`config.mk`:
```
export PLATFORM = sky130hd
export DESIGN_NAME = json_string_unescaper_unit_flat
export DESIGN_NICKNAME = d
export VERILOG_FILES = /design/src/rtl/jsu_pkg.sv /design/src/rtl/jsu_ifs.sv /design/src/rtl/jsu_decode.sv /design/src/rtl/jsu_serializer.sv /design/src/rtl/json_string_unescaper_unit.sv /design/src/flat_wrapper.sv
export SDC_FILE = /design/constraint.sdc
export NUM_CORES = 1
export LEC_CHECK = 0
export BUFFER_PORTS_ARGS = -buffer_cell sky130_fd_sc_hd__buf_2
export CAP_MARGIN = 20
export CORE_MARGIN = 5
export CORE_UTILIZATION = 58
export CTS_BUF_LIST = sky130_fd_sc_hd__clkbuf_4 sky130_fd_sc_hd__clkbuf_8
export DETAILED_ROUTE_END_ITERATION = 8
export PLACE_DENSITY = 0.79
export REMOVE_ABC_BUFFERS = 1
export SLEW_MARGIN = 25
export SYNTH_ARGS = -nofsm -noshare
export SYNTH_HDL_FRONTEND = slang
export SYNTH_SLANG_ARGS = --single-unit
```
`constraint.sdc`:
```
create_clock -name clk -period 8.4 [get_ports clk]
set_input_delay 0.42 -clock clk [delete_from_list [all_inputs] [get_ports clk]]
set_output_delay 0.42 -clock clk [all_outputs]
set_load 0.02 [all_outputs]
```
`src/rtl/jsu_pkg.sv`:
```
// Shared types, constants and helper functions for the JSON string unescaper.
// Used by the channel interfaces and every module of the block.
package jsu_pkg;

	localparam int BYTE_W  = 8;
	localparam int COUNT_W = 16;
	localparam int MAX_RES = 3;

	localparam logic [COUNT_W-1:0] CAP_RESET = 16'd256;
	localparam logic [COUNT_W:0]   ELEM_GUARD = 17'd5;
	localparam logic [COUNT_W:0]   UNI_GUARD  = 17'd4;

	localparam logic [BYTE_W-1:0] CH_NUL    = 8'h00;
	localparam logic [BYTE_W-1:0] CH_TAB    = 8'h09;
	localparam logic [BYTE_W-1:0] CH_LF     = 8'h0A;
	localparam logic [BYTE_W-1:0] CH_CR     = 8'h0D;
	localparam logic [BYTE_W-1:0] CH_SPACE  = 8'h20;
	localparam logic [BYTE_W-1:0] CH_QUOTE  = 8'h22;
	localparam logic [BYTE_W-1:0] CH_APOS   = 8'h27;
	localparam logic [BYTE_W-1:0] CH_SLASH  = 8'h2F;
	localparam logic [BYTE_W-1:0] CH_BSLASH = 8'h5C;
	localparam logic [BYTE_W-1:0] CH_B      = 8'h62;
	localparam logic [BYTE_W-1:0] CH_F      = 8'h66;
	localparam logic [BYTE_W-1:0] CH_N      = 8'h6E;
	localparam logic [BYTE_W-1:0] CH_R      = 8'h72;
	localparam logic [BYTE_W-1:0] CH_T      = 8'h74;
	localparam logic [BYTE_W-1:0] CH_U      = 8'h75;

	localparam logic [BYTE_W-1:0] CTL_BS = 8'h08;
	localparam logic [BYTE_W-1:0] CTL_FF = 8'h0C;

	localparam logic [15:0]       UTF_ONE_LIMIT = 16'h0080;
	localparam logic [15:0]       UTF_TWO_LIMIT = 16'h0800;
	localparam logic [BYTE_W-1:0] UTF_LEAD2     = 8'hC0;
	localparam logic [BYTE_W-1:0] UTF_LEAD3     = 8'hE0;
	localparam logic [BYTE_W-1:0] UTF_CONT      = 8'h80;
	localparam logic [5:0]        UTF_LOW_MASK  = 6'h3F;

	typedef enum logic [1:0] {
		MODE_IDLE,
		MODE_STR,
		MODE_ESC,
		MODE_HEX
	} mode_t;

	typedef enum logic [1:0] {
		KIND_DATA,
		KIND_DONE,
		KIND_ERR
	} kind_t;

	typedef struct packed {
		mode_t              mode;
		logic [1:0]         hex_seen;
		logic [15:0]        code_point;
		logic [COUNT_W-1:0] byte_count;
	} state_t;

	typedef struct packed {
		logic [1:0]                     count;
		kind_t                          kind;
		logic [MAX_RES-1:0][BYTE_W-1:0] bytes;
		logic [COUNT_W-1:0]             length;
	} group_t;

	// Returns a valid flag in the top bit and the digit value below it.
	function automatic logic [4:0] hex_value(input logic [BYTE_W-1:0] c);
		logic [4:0] r;
		r = '0;
		if (c >= 8'h30 && c <= 8'h39) begin
			r = {1'b1, 4'(c - 8'h30)};
		end else if (c >= 8'h61 && c <= 8'h66) begin
			r = {1'b1, 4'(c - 8'h57)};
		end else if (c >= 8'h41 && c <= 8'h46) begin
			r = {1'b1, 4'(c - 8'h37)};
		end
		return r;
	endfunction

endpackage

```
`src/rtl/jsu_ifs.sv`:
```
// Channel interfaces of the JSON string unescaper: text in, results out, configuration.
// Depends on jsu_pkg.
interface jsu_text_if;
	import jsu_pkg::*;
	logic              valid;
	logic              ready;
	logic [BYTE_W-1:0] in_byte;
	modport source (output valid, output in_byte, input ready);
	modport sink (input valid, input in_byte, output ready);
endinterface

interface jsu_result_if;
	import jsu_pkg::*;
	logic               valid;
	logic               ready;
	logic [BYTE_W-1:0]  out_byte;
	kind_t              kind;
	logic [COUNT_W-1:0] str_length;
	logic               last;
	modport source (output valid, output out_byte, output kind, output str_length,
		output last, input ready);
	modport sink (input valid, input out_byte, input kind, input str_length,
		input last, output ready);
endinterface

interface jsu_cfg_if;
	import jsu_pkg::*;
	logic               valid;
	logic               ready;
	logic [COUNT_W-1:0] out_capacity;
	modport source (output valid, output out_capacity, input ready);
	modport sink (input valid, input out_capacity, output ready);
endinterface

```
`src/rtl/jsu_decode.sv`:
```
// Combinational decode step: one text byte and the current state give the next
// state and a group of up to three results. Depends on jsu_pkg.
module jsu_decode (
	input  logic [7:0]       in_byte,
	input  jsu_pkg::state_t  cur,
	input  logic [15:0]      capacity,
	output jsu_pkg::state_t  nxt,
	output jsu_pkg::group_t  grp
);
	import jsu_pkg::*;

	logic               elem_full;
	logic               uni_full;
	logic [4:0]         hv;
	logic [15:0]        cp_new;
	state_t             idle_st;

	assign elem_full = ({1'b0, cur.byte_count} + ELEM_GUARD) >= {1'b0, capacity};
	assign uni_full  = ({1'b0, cur.byte_count} + UNI_GUARD) >= {1'b0, capacity};
	assign hv        = hex_value(in_byte);
	assign cp_new    = {cur.code_point[11:0], hv[3:0]};

	always_comb begin
		idle_st            = '0;
		idle_st.mode       = MODE_IDLE;
		nxt                = cur;
		grp                = '0;
		grp.kind           = KIND_DATA;
		case (cur.mode)
			MODE_IDLE: begin
				if (in_byte == CH_QUOTE) begin
					nxt      = idle_st;
					nxt.mode = MODE_STR;
				end else if (in_byte != CH_SPACE && in_byte != CH_TAB &&
					in_byte != CH_CR && in_byte != CH_LF) begin
					nxt       = idle_st;
					grp.count = 2'd1;
					grp.kind  = KIND_ERR;
				end
			end
			MODE_STR: begin
				if (in_byte == CH_NUL) begin
					nxt       = idle_st;
					grp.count = 2'd1;
					grp.kind  = KIND_ERR;
				end else if (in_byte == CH_QUOTE) begin
					nxt        = idle_st;
					grp.count  = 2'd1;
					grp.kind   = KIND_DONE;
					grp.length = cur.byte_count;
				end else if (elem_full) begin
					nxt       = idle_st;
					grp.count = 2'd1;
					grp.kind  = KIND_ERR;
				end else if (in_byte == CH_BSLASH) begin
					nxt.mode = MODE_ESC;
				end else begin
					grp.count    = 2'd1;
					grp.bytes[0] = in_byte;
					nxt.byte_count = cur.byte_count + 16'd1;
				end
			end
			MODE_ESC: begin
				nxt.mode       = MODE_STR;
				grp.count      = 2'd1;
				nxt.byte_count = cur.byte_count + 16'd1;
				case (in_byte)
					CH_QUOTE, CH_APOS, CH_BSLASH, CH_SLASH: grp.bytes[0] = in_byte;
					CH_B: grp.bytes[0] = CTL_BS;
					CH_F: grp.bytes[0] = CTL_FF;
					CH_N: grp.bytes[0] = CH_LF;
					CH_R: grp.bytes[0] = CH_CR;
					CH_T: grp.bytes[0] = CH_TAB;
					CH_U: begin
						nxt            = cur;
						nxt.mode       = MODE_HEX;
						nxt.hex_seen   = 2'd0;
						nxt.code_point = '0;
						grp.count      = 2'd0;
					end
					default: begin
						nxt       = idle_st;
						grp.count = 2'd1;
						grp.kind  = KIND_ERR;
					end
				endcase
			end
			default: begin
				if (!hv[4]) begin
					nxt       = idle_st;
					grp.count = 2'd1;
					grp.kind  = KIND_ERR;
				end else if (cur.hex_seen != 2'd3) begin
					nxt.code_point = cp_new;
					nxt.hex_seen   = cur.hex_seen + 2'd1;
				end else if (uni_full) begin
					nxt       = idle_st;
					grp.count = 2'd1;
					grp.kind  = KIND_ERR;
				end else begin
					nxt.mode       = MODE_STR;
					nxt.hex_seen   = 2'd0;
					nxt.code_point = '0;
					if (cp_new < UTF_ONE_LIMIT) begin
						grp.count      = 2'd1;
						grp.bytes[0]   = cp_new[7:0];
						nxt.byte_count = cur.byte_count + 16'd1;
					end else if (cp_new < UTF_TWO_LIMIT) begin
						grp.count      = 2'd2;
						grp.bytes[0]   = UTF_LEAD2 | {3'b000, cp_new[10:6]};
						grp.bytes[1]   = UTF_CONT | {2'b00, cp_new[5:0] & UTF_LOW_MASK};
						nxt.byte_count = cur.byte_count + 16'd2;
					end else begin
						grp.count      = 2'd3;
						grp.bytes[0]   = UTF_LEAD3 | {4'b0000, cp_new[15:12]};
						grp.bytes[1]   = UTF_CONT | {2'b00, cp_new[11:6] & UTF_LOW_MASK};
						grp.bytes[2]   = UTF_CONT | {2'b00, cp_new[5:0] & UTF_LOW_MASK};
						nxt.byte_count = cur.byte_count + 16'd3;
					end
				end
			end
		endcase
	end

endmodule

```
`src/rtl/jsu_serializer.sv`:
```
// Result register that holds one group of results and hands them out one per cycle while the receiver is ready.
// Depends on jsu_pkg and jsu_ifs.
module jsu_serializer (
	input  logic                clk,
	input  logic                arst_n,
	input  logic                load,
	input  jsu_pkg::group_t     grp,
	output logic                can_load,
	jsu_result_if.source        result
);
	import jsu_pkg::*;

	group_t     grp_s2;
	logic       v_s2;
	logic [1:0] idx_q;
	logic       is_last;
	logic       fire;

	assign is_last  = (idx_q == grp_s2.count - 2'd1);
	assign fire     = v_s2 && result.ready;
	assign can_load = !v_s2 || (fire && is_last);

	assign result.valid      = v_s2;
	assign result.out_byte   = grp_s2.bytes[idx_q];
	assign result.kind       = grp_s2.kind;
	assign result.str_length = grp_s2.length;
	assign result.last       = is_last;

	always_ff @(posedge clk or negedge arst_n) begin
		if (!arst_n) begin
			v_s2  <= 1'b0;
			idx_q <= 2'd0;
		end else if (load) begin
			v_s2  <= (grp.count != 2'd0);
			idx_q <= 2'd0;
		end else if (fire) begin
			if (is_last) begin
				v_s2  <= 1'b0;
				idx_q <= 2'd0;
			end else begin
				idx_q <= idx_q + 2'd1;
			end
		end
	end

	always_ff @(posedge clk) begin
		if (load) begin
			grp_s2 <= grp;
		end
	end

endmodule

```
`src/rtl/json_string_unescaper_unit.sv`:
```
// Top level of the streaming JSON string unescaper.
// Depends on jsu_pkg, jsu_ifs, jsu_decode and jsu_serializer.
//
// Usage:
// Text bytes enter on the text channel, one item per byte, accepted when valid and
// ready are both high. Each byte yields zero to three result items on the result
// channel: decoded data bytes, a done item with the string length, or an error item.
// The last result caused by one byte carries last high.
// The cfg channel writes out_capacity; it is always ready and should only be
// written while no bytes are in flight.
// An accepted byte waits in the byte stage, is decoded, and its results are loaded into
// the result register. Throughput is one byte per cycle while the receiver keeps up; a
// byte that decodes to two or three UTF-8 bytes holds the result register until all of
// them have left through the one result port.
// A byte stage and a result register separate the two sides, so a new byte is taken
// while a finished result still waits. When the receiver stalls, results hold
// steady and text ready drops once both stages are full.
// Reset clears all state to idle and sets out_capacity to 256.
module json_string_unescaper_unit (
	input  logic         clk,
	input  logic         arst_n,
	jsu_text_if.sink     text,
	jsu_result_if.source result,
	jsu_cfg_if.sink      cfg
);
	import jsu_pkg::*;

	logic [BYTE_W-1:0]  byte_s1;
	logic               v_s1;
	state_t             state_q;
	state_t             state_nxt;
	logic [COUNT_W-1:0] cap_q;
	group_t             grp;
	logic               can_load;
	logic               adv;

	assign adv        = v_s1 && can_load;
	assign text.ready = !v_s1 || can_load;
	assign cfg.ready  = 1'b1;

	always_ff @(posedge clk or negedge arst_n) begin
		if (!arst_n) begin
			v_s1 <= 1'b0;
		end else if (text.valid && text.ready) begin
			v_s1 <= 1'b1;
		end else if (adv) begin
			v_s1 <= 1'b0;
		end
	end

	always_ff @(posedge clk) begin
		if (text.valid && text.ready) begin
			byte_s1 <= text.in_byte;
		end
	end

	always_ff @(posedge clk or negedge arst_n) begin
		if (!arst_n) begin
			state_q      <= '0;
			state_q.mode <= MODE_IDLE;
		end else if (adv) begin
			state_q <= state_nxt;
		end
	end

	always_ff @(posedge clk or negedge arst_n) begin
		if (!arst_n) begin
			cap_q <= CAP_RESET;
		end else if (cfg.valid && cfg.ready) begin
			cap_q <= cfg.out_capacity;
		end
	end

	jsu_decode u_decode (
		.in_byte  (byte_s1),
		.cur      (state_q),
		.capacity (cap_q),
		.nxt      (state_nxt),
		.grp      (grp)
	);

	jsu_serializer u_serializer (
		.clk      (clk),
		.arst_n   (arst_n),
		.load     (adv),
		.grp      (grp),
		.can_load (can_load),
		.result   (result)
	);

endmodule

```
`src/flat_wrapper.sv`:
```
// flat-port wrapper written by rule: the top's interface ports become plain ports
module json_string_unescaper_unit_flat import jsu_pkg::*;
  (clk, arst_n, text_valid, text_in_byte, text_ready, result_valid, result_out_byte, result_kind, result_str_length, result_last, result_ready, cfg_valid, cfg_out_capacity, cfg_ready);
  jsu_text_if text_i ();
  jsu_result_if result_i ();
  jsu_cfg_if cfg_i ();
  input  logic clk;
  input  logic arst_n;
  input wire logic [$bits(text_i.valid)-1:0] text_valid;
  input wire logic [$bits(text_i.in_byte)-1:0] text_in_byte;
  output wire logic [$bits(text_i.ready)-1:0] text_ready;
  output wire logic [$bits(result_i.valid)-1:0] result_valid;
  output wire logic [$bits(result_i.out_byte)-1:0] result_out_byte;
  output wire logic [$bits(result_i.kind)-1:0] result_kind;
  output wire logic [$bits(result_i.str_length)-1:0] result_str_length;
  output wire logic [$bits(result_i.last)-1:0] result_last;
  input wire logic [$bits(result_i.ready)-1:0] result_ready;
  input wire logic [$bits(cfg_i.valid)-1:0] cfg_valid;
  input wire logic [$bits(cfg_i.out_capacity)-1:0] cfg_out_capacity;
  output wire logic [$bits(cfg_i.ready)-1:0] cfg_ready;
  assign text_i.valid = text_valid;
  assign text_i.in_byte = text_in_byte;
  assign text_ready = text_i.ready;
  assign result_valid = result_i.valid;
  assign result_out_byte = result_i.out_byte;
  assign result_kind = result_i.kind;
  assign result_str_length = result_i.str_length;
  assign result_last = result_i.last;
  assign result_i.ready = result_ready;
  assign cfg_i.valid = cfg_valid;
  assign cfg_i.out_capacity = cfg_out_capacity;
  assign cfg_ready = cfg_i.ready;
  json_string_unescaper_unit u_core (.clk(clk), .arst_n(arst_n), .text(text_i), .result(result_i), .cfg(cfg_i));
endmodule
```
---- After elaboration in Yosys (flattened, before gate mapping) ----
Index checks and enable logic that the tools add are counted.
cells by class
  add/sub/neg operators ................... 11
  order comparisons ....................... 11
  eq/ne operators ......................... 25
  multiplexer cells ....................... 60
  bitwise gates (word level) .............. 3
  reductions and logical operators ........ 30
operator list
  kind                                                               count
  two-way mux 36 bit                                                 5
  two-way mux 16 bit                                                 7
  one-hot mux 36 bit (3 select lines)                                1
  one-hot mux 36 bit (2 select lines)                                1
  equality test 8 x 7 -> 1 bit, second input constant                7
  two-way mux 8 bit                                                  7
  two-way mux 24 bit                                                 2
  one-hot mux 8 bit (6 select lines)                                 1
  two-way mux 18 bit                                                 2
  two-way mux 35 bit                                                 1
  adder 16 x 3 -> 17 bit, second input constant                      2
  greater-or-equal comparator 17 x 16 -> 1 bit                       2
  adder 16 x 2 -> 16 bit, second input constant                      2
  two-way mux 28 bit                                                 1
  equality test 8 x 6 -> 1 bit, second input constant                3
  two-way mux 2 bit                                                  12
  inequality test 8 x 4 -> 1 bit, second input constant              3
  one-hot mux 8 bit (3 select lines)                                 1
  adder 16 x 1 -> 16 bit, second input constant                      1
  binary-select mux 8 bit (select 2 bit)                             1
  greater-or-equal comparator 8 x 7 -> 1 bit, second input constant  2
  <= comparator 8 x 7 -> 1 bit, second input constant                2
  less-than comparator 16 x 12 -> 1 bit, second input constant       1
  less-than comparator 16 x 8 -> 1 bit, second input constant        1
  38 further kinds                                                   72
word-level totals
  bits in registers ....................... 104
  bits of input ports ..................... 29
  output and inout port bits .............. 30
  logic and storage cells ................. 156

---- Depth between registers and ports, before layout ----
  depth after elaboration ................. 14
  depth in mapped cells ................... 17
  depth with buffers taken out ............ 15

---- Hierarchy ----
Synthesis repeated with hierarchy kept, for this count alone.
unflattened totals
  cell total of the unflattened synthesis .. 797
  area, all modules ....................... 7880.1 µm²
by module, submodules not included
  module                      times used  cells each  area each (µm²)  sequential area each (µm²)
  jsu_decode                  1           560         3706.1           0.0
  json_string_unescaper_unit  1           125         2353.5           1567.8
  jsu_serializer              1           112         1820.5           1396.3

---- Least setup slack after synthesis ----
No wires, ideal clock.
  kind .................................... register -> register
  start point ............................. register u_core.state_q[7] (netlist bit)
  end point ............................... register u_core.u_serializer.grp_s2[24] (netlist bit), data pin
  setup time .............................. 168 ps
  arrival time ............................ 3641 ps
  data required time ...................... 8232 ps
  path slack .............................. 4590 ps
  cell stages (with the launch flop) ...... 16
  buffers on the path ..................... 1
  clock period less this slack ............ 3810 ps
  cell sequence ........................... dfrtp_1 clkbuf_1 and4_1 and2_0 nor2b_1 nand3_1 xnor2_1 ha_1 a211oi_1 o21ai_0 a2111oi_0 a211o_1 and3_1 and2_1 nand3_1 a211oi_1
between the ends
  cells in the longest elaborated chain, start to end .. 3
RTL lines
  what                                          line                              source
  from (decl)                                   json_string_unescaper_unit.sv:30  state_t state_q;
  from (signal assigned)                        json_string_unescaper_unit.sv:62  state_q <= state_nxt;
  adder 16 x 3 -> 17 bit                        jsu_decode.sv:19                  assign uni_full = ({1'b0, cur.byte_count} + UNI_GUARD) >= {1'b0, capacity};
  greater-or-equal comparator 17 x 16 -> 1 bit  jsu_decode.sv:19
  OR reduction 7 bit (no source line)           -
  to (signal assigned)                          jsu_serializer.sv:48              grp_s2 <= grp;
  to (decl)                                     jsu_serializer.sv:13              group_t grp_s2;
No other way between the ends.
A chain may end at the register's enable or synchronous reset.

---- Worst setup path in the final report ----
  start point ............................. register u_core.state_q[3] (netlist bit)
  end point ............................... register u_core.u_serializer.grp_s2[26] (netlist bit), data pin
The elaborated chain is that of the path after synthesis.

==> metrics <==
First DRT Iteration DRCs=669; CP endpoint kind=flip-flop; grt total ovfl=0; post-DR vias/cell=6.26; Core Box Area=0.0119 mm^2; Primary FF master, synth=dfrtp_1; area added between synthesis and finish=6.02%; CTS resizes=0; simple-gate share of the synthesized area=0.203; DP HPWL=13,300 um; YS warnings=0; Max IR drop VDD=151 uV; IO Count=59; RSZ-0062 raised after global routing=false; area share of the largest cell type after synthesis=0.216; Fin Setup TNS=0 ns; most frequent cells after synthesis=nand2_1, o21ai_0, nor2_1; placed standard-cell area=0.00718 mm^2; Fmax=203 MHz; status=finished, final reports clean; Synth Area in Adders=0.0884; design area=0.00735 mm^2; Worst Skew=0.0138 ns; share of layout cells above drive strength 1=0.122; diode count=0; post-synth cell types=78; Setup Viol. Count Final=0; largest net degree at the start of global routing=53; cells after synthesis=769; fin. max-slew vios=0; slew margin rel.=0.384; arrival time worst endpoint=5.14 ns; post-CTS setup buffers=0; total track usage=0.253; Buffers on Ports=57; Seq/Total Area, Yosys=0.404; Yosys top cell by area=edfxtp_1; crit path kind=reg -> reg; CTS tree=built; Synth area leaders=edfxtp_1, dfrtp_1, ha_1, nand2_1, o21ai_0; Avg Cell Area, Syn=9.02 um^2; Pwr Density=268 mW/mm^2; CTS Hold Buffers Added=0; CP peak stage delay=0.59 ns; DRT Pass-1 Iters=5; CP startpoint kind=flip-flop; crit path max fanout=10; Vias=5,869; Slowest-stage cell, CP=dfrtp_1; H-tree depth=3; Static Leak=3.13 nW; Die H=119 um; mux cell area share after synthesis=0.0179; Synth async-reset ratio=0.510; Tightest Hold Check Type=in -> async; count leader, synth=nand2_1; CTS Buffer Depth=2; number of enable flip-flop cells after synthesis=50; DRC viols=0; global-route wire length before repair=28,800 um; min Tclk post-route=4.93 ns; R2R cell count=14; worst-path cell chain=ha_1 -> and2_0 -> nor2b_1 -> nand3_1 -> xnor2_1 -> ha_1 -> a211oi_1 -> o21ai_0 -> a2111oi_0 -> a211o_1 -> and3_1 -> and2_1 -> nand3_1 -> a211oi_1; drt wl/cell=19.1 um; largest family of logic cells by synthesized area=simple AND/OR/NAND/NOR gates; final period utilization=0.587; number of CTS-inserted buffers=9; Hold Slack=0.147 ns; final hold vios=0; Die Footprint=0.0142 mm^2; Die Span X=119 um; antenna violations before repair=0; CTS clk-pin slew, worst paths=0.11 ns; Detailed Route WL=17,900 um; Row Count=40; XOR/XNOR share of the synthesized area=0.0455; vias in the first global route=5,562; total of max-cap violations=0; CTS Root Cell=clkbuf_8; nets=863; Antenna Violating Nets Remaining=0; synthesized area=0.00694 mm^2; Worst-Margin Slew=0.920 ns; Crit path required time=8.61 ns; flops & latches, synth=102; # clock sinks=102; GP Congestion=1.00; Starting Density=0.585; Synth Area in Compound Gates=0.177; clk_lat worst skew=0.39 ns
## cells in the final DEF (no fill, tap or decap), types with 4 or more instances in the layout
cell / instances
inv_1: 40
nand2_1: 99
and3_1: 22
and2_1: 7
or4_1: 4
o211ai_1: 5
edfxtp_1: 50
buf_4: 4
mux2i_1: 9
a32oi_1: 4
nor4_1: 6
dfrtp_1: 51
o21bai_1: 4
nor3b_1: 5
ha_1: 49
a21oi_1: 34
buf_2: 57
o21ai_0: 67
clkbuf_8: 9
xor2_1: 16
xnor2_1: 20
a211oi_1: 11
nor2b_1: 11
o31ai_1: 9
nand2b_1: 6
or2_2: 4
nor3_1: 19
nand3_1: 22
nand4_1: 8
nor2_1: 54
a22o_1: 5
## area by class of cell
type	count	area, um^2
tap	147	184
inverter	40	150
timing repair buffer	62	335
sequential	102	2800
multi-input combinational	570	3700
clock buffer	9	124
clock inverter	7	55.1
fill	1010	4510
## path summary, 6_finish.rpt
kind,end,startpoint,slack [ns]
setup / recovery,u_core.u_serializer.grp_s2[26],u_core.state_q[3],3.47
hold / removal,u_core.cap_q[14],arst_n,0.15
setup reg to reg,u_core.u_serializer.grp_s2[26],u_core.state_q[3],3.47
hold reg to reg,u_core.state_q[23],u_core.state_q[23],0.52
max in group asynchronous,u_core.v_s1,arst_n,7.77
min in group clk,u_core.byte_s1[3],text_in_byte[3],0.19
## cell families after synthesis
group,Yosys count
AND/OR/NAND/NOR,284
AO/OA/AOI/OAI,188
flip-flops,102
buffers and inverters,97
adder cells (fa/ha/maj),49
XOR/XNOR,36
multiplexers,12
other,1
## worst max-delay path, delay by kind of cell, from the launching register on
kind            cells  cell delay (ns)
fa+ha+maj           2             0.68
compound gates      5             1.55
xor+xnor            1             0.25
flops               1             0.59
simple gates        6             1.68
## report_power, final
| part | leakage, nW | internal, mW | switching, mW | total, mW |
|---|---|---|---|---|
| sequential | 1.14 | 0.686 | 0.110 | 0.796 |
| combinational | 1.90 | 0.300 | 0.567 | 0.868 |
| clock | 0.0939 | 0.112 | 0.193 | 0.305 |
| total | 3.13 | 1.10 | 0.870 | 1.97 |
## registers in the layout (all words and copies together), names as in the netlist, 2 cells and up
signal,count
u_core.u_serializer.idx_q,2
u_core.byte_s1,8
u_core.u_serializer.result.str_length,16
u_core.cap_q,16
u_core.u_serializer.result.kind,2
u_core.u_serializer.grp_s2,24
u_core.state_q,32
## metrics by stage
stage,util,total power [mW],cells,setup slack [ns]
floorplan,-,1.37,712,4.48
global placement,0.603,1.62,920,3.68
detailed placement,0.605,1.66,921,3.59
CTS,0.620,1.97,937,3.56
global route,0.620,2.09,937,3.13
finish,0.620,1.97,937,3.47
## layer usage
layer  global-route usage  vias up  routed length [um]  share of wire
met1                0.380     2813                8430           0.47
met3               0.0399       22                1350          0.076
met2                0.369      250                7750           0.43
li1                     -     2784                   -              -
met4               0.0902        0                 323          0.018
met5                    0        -                   0              0
(Power assumes the default switching activity.)
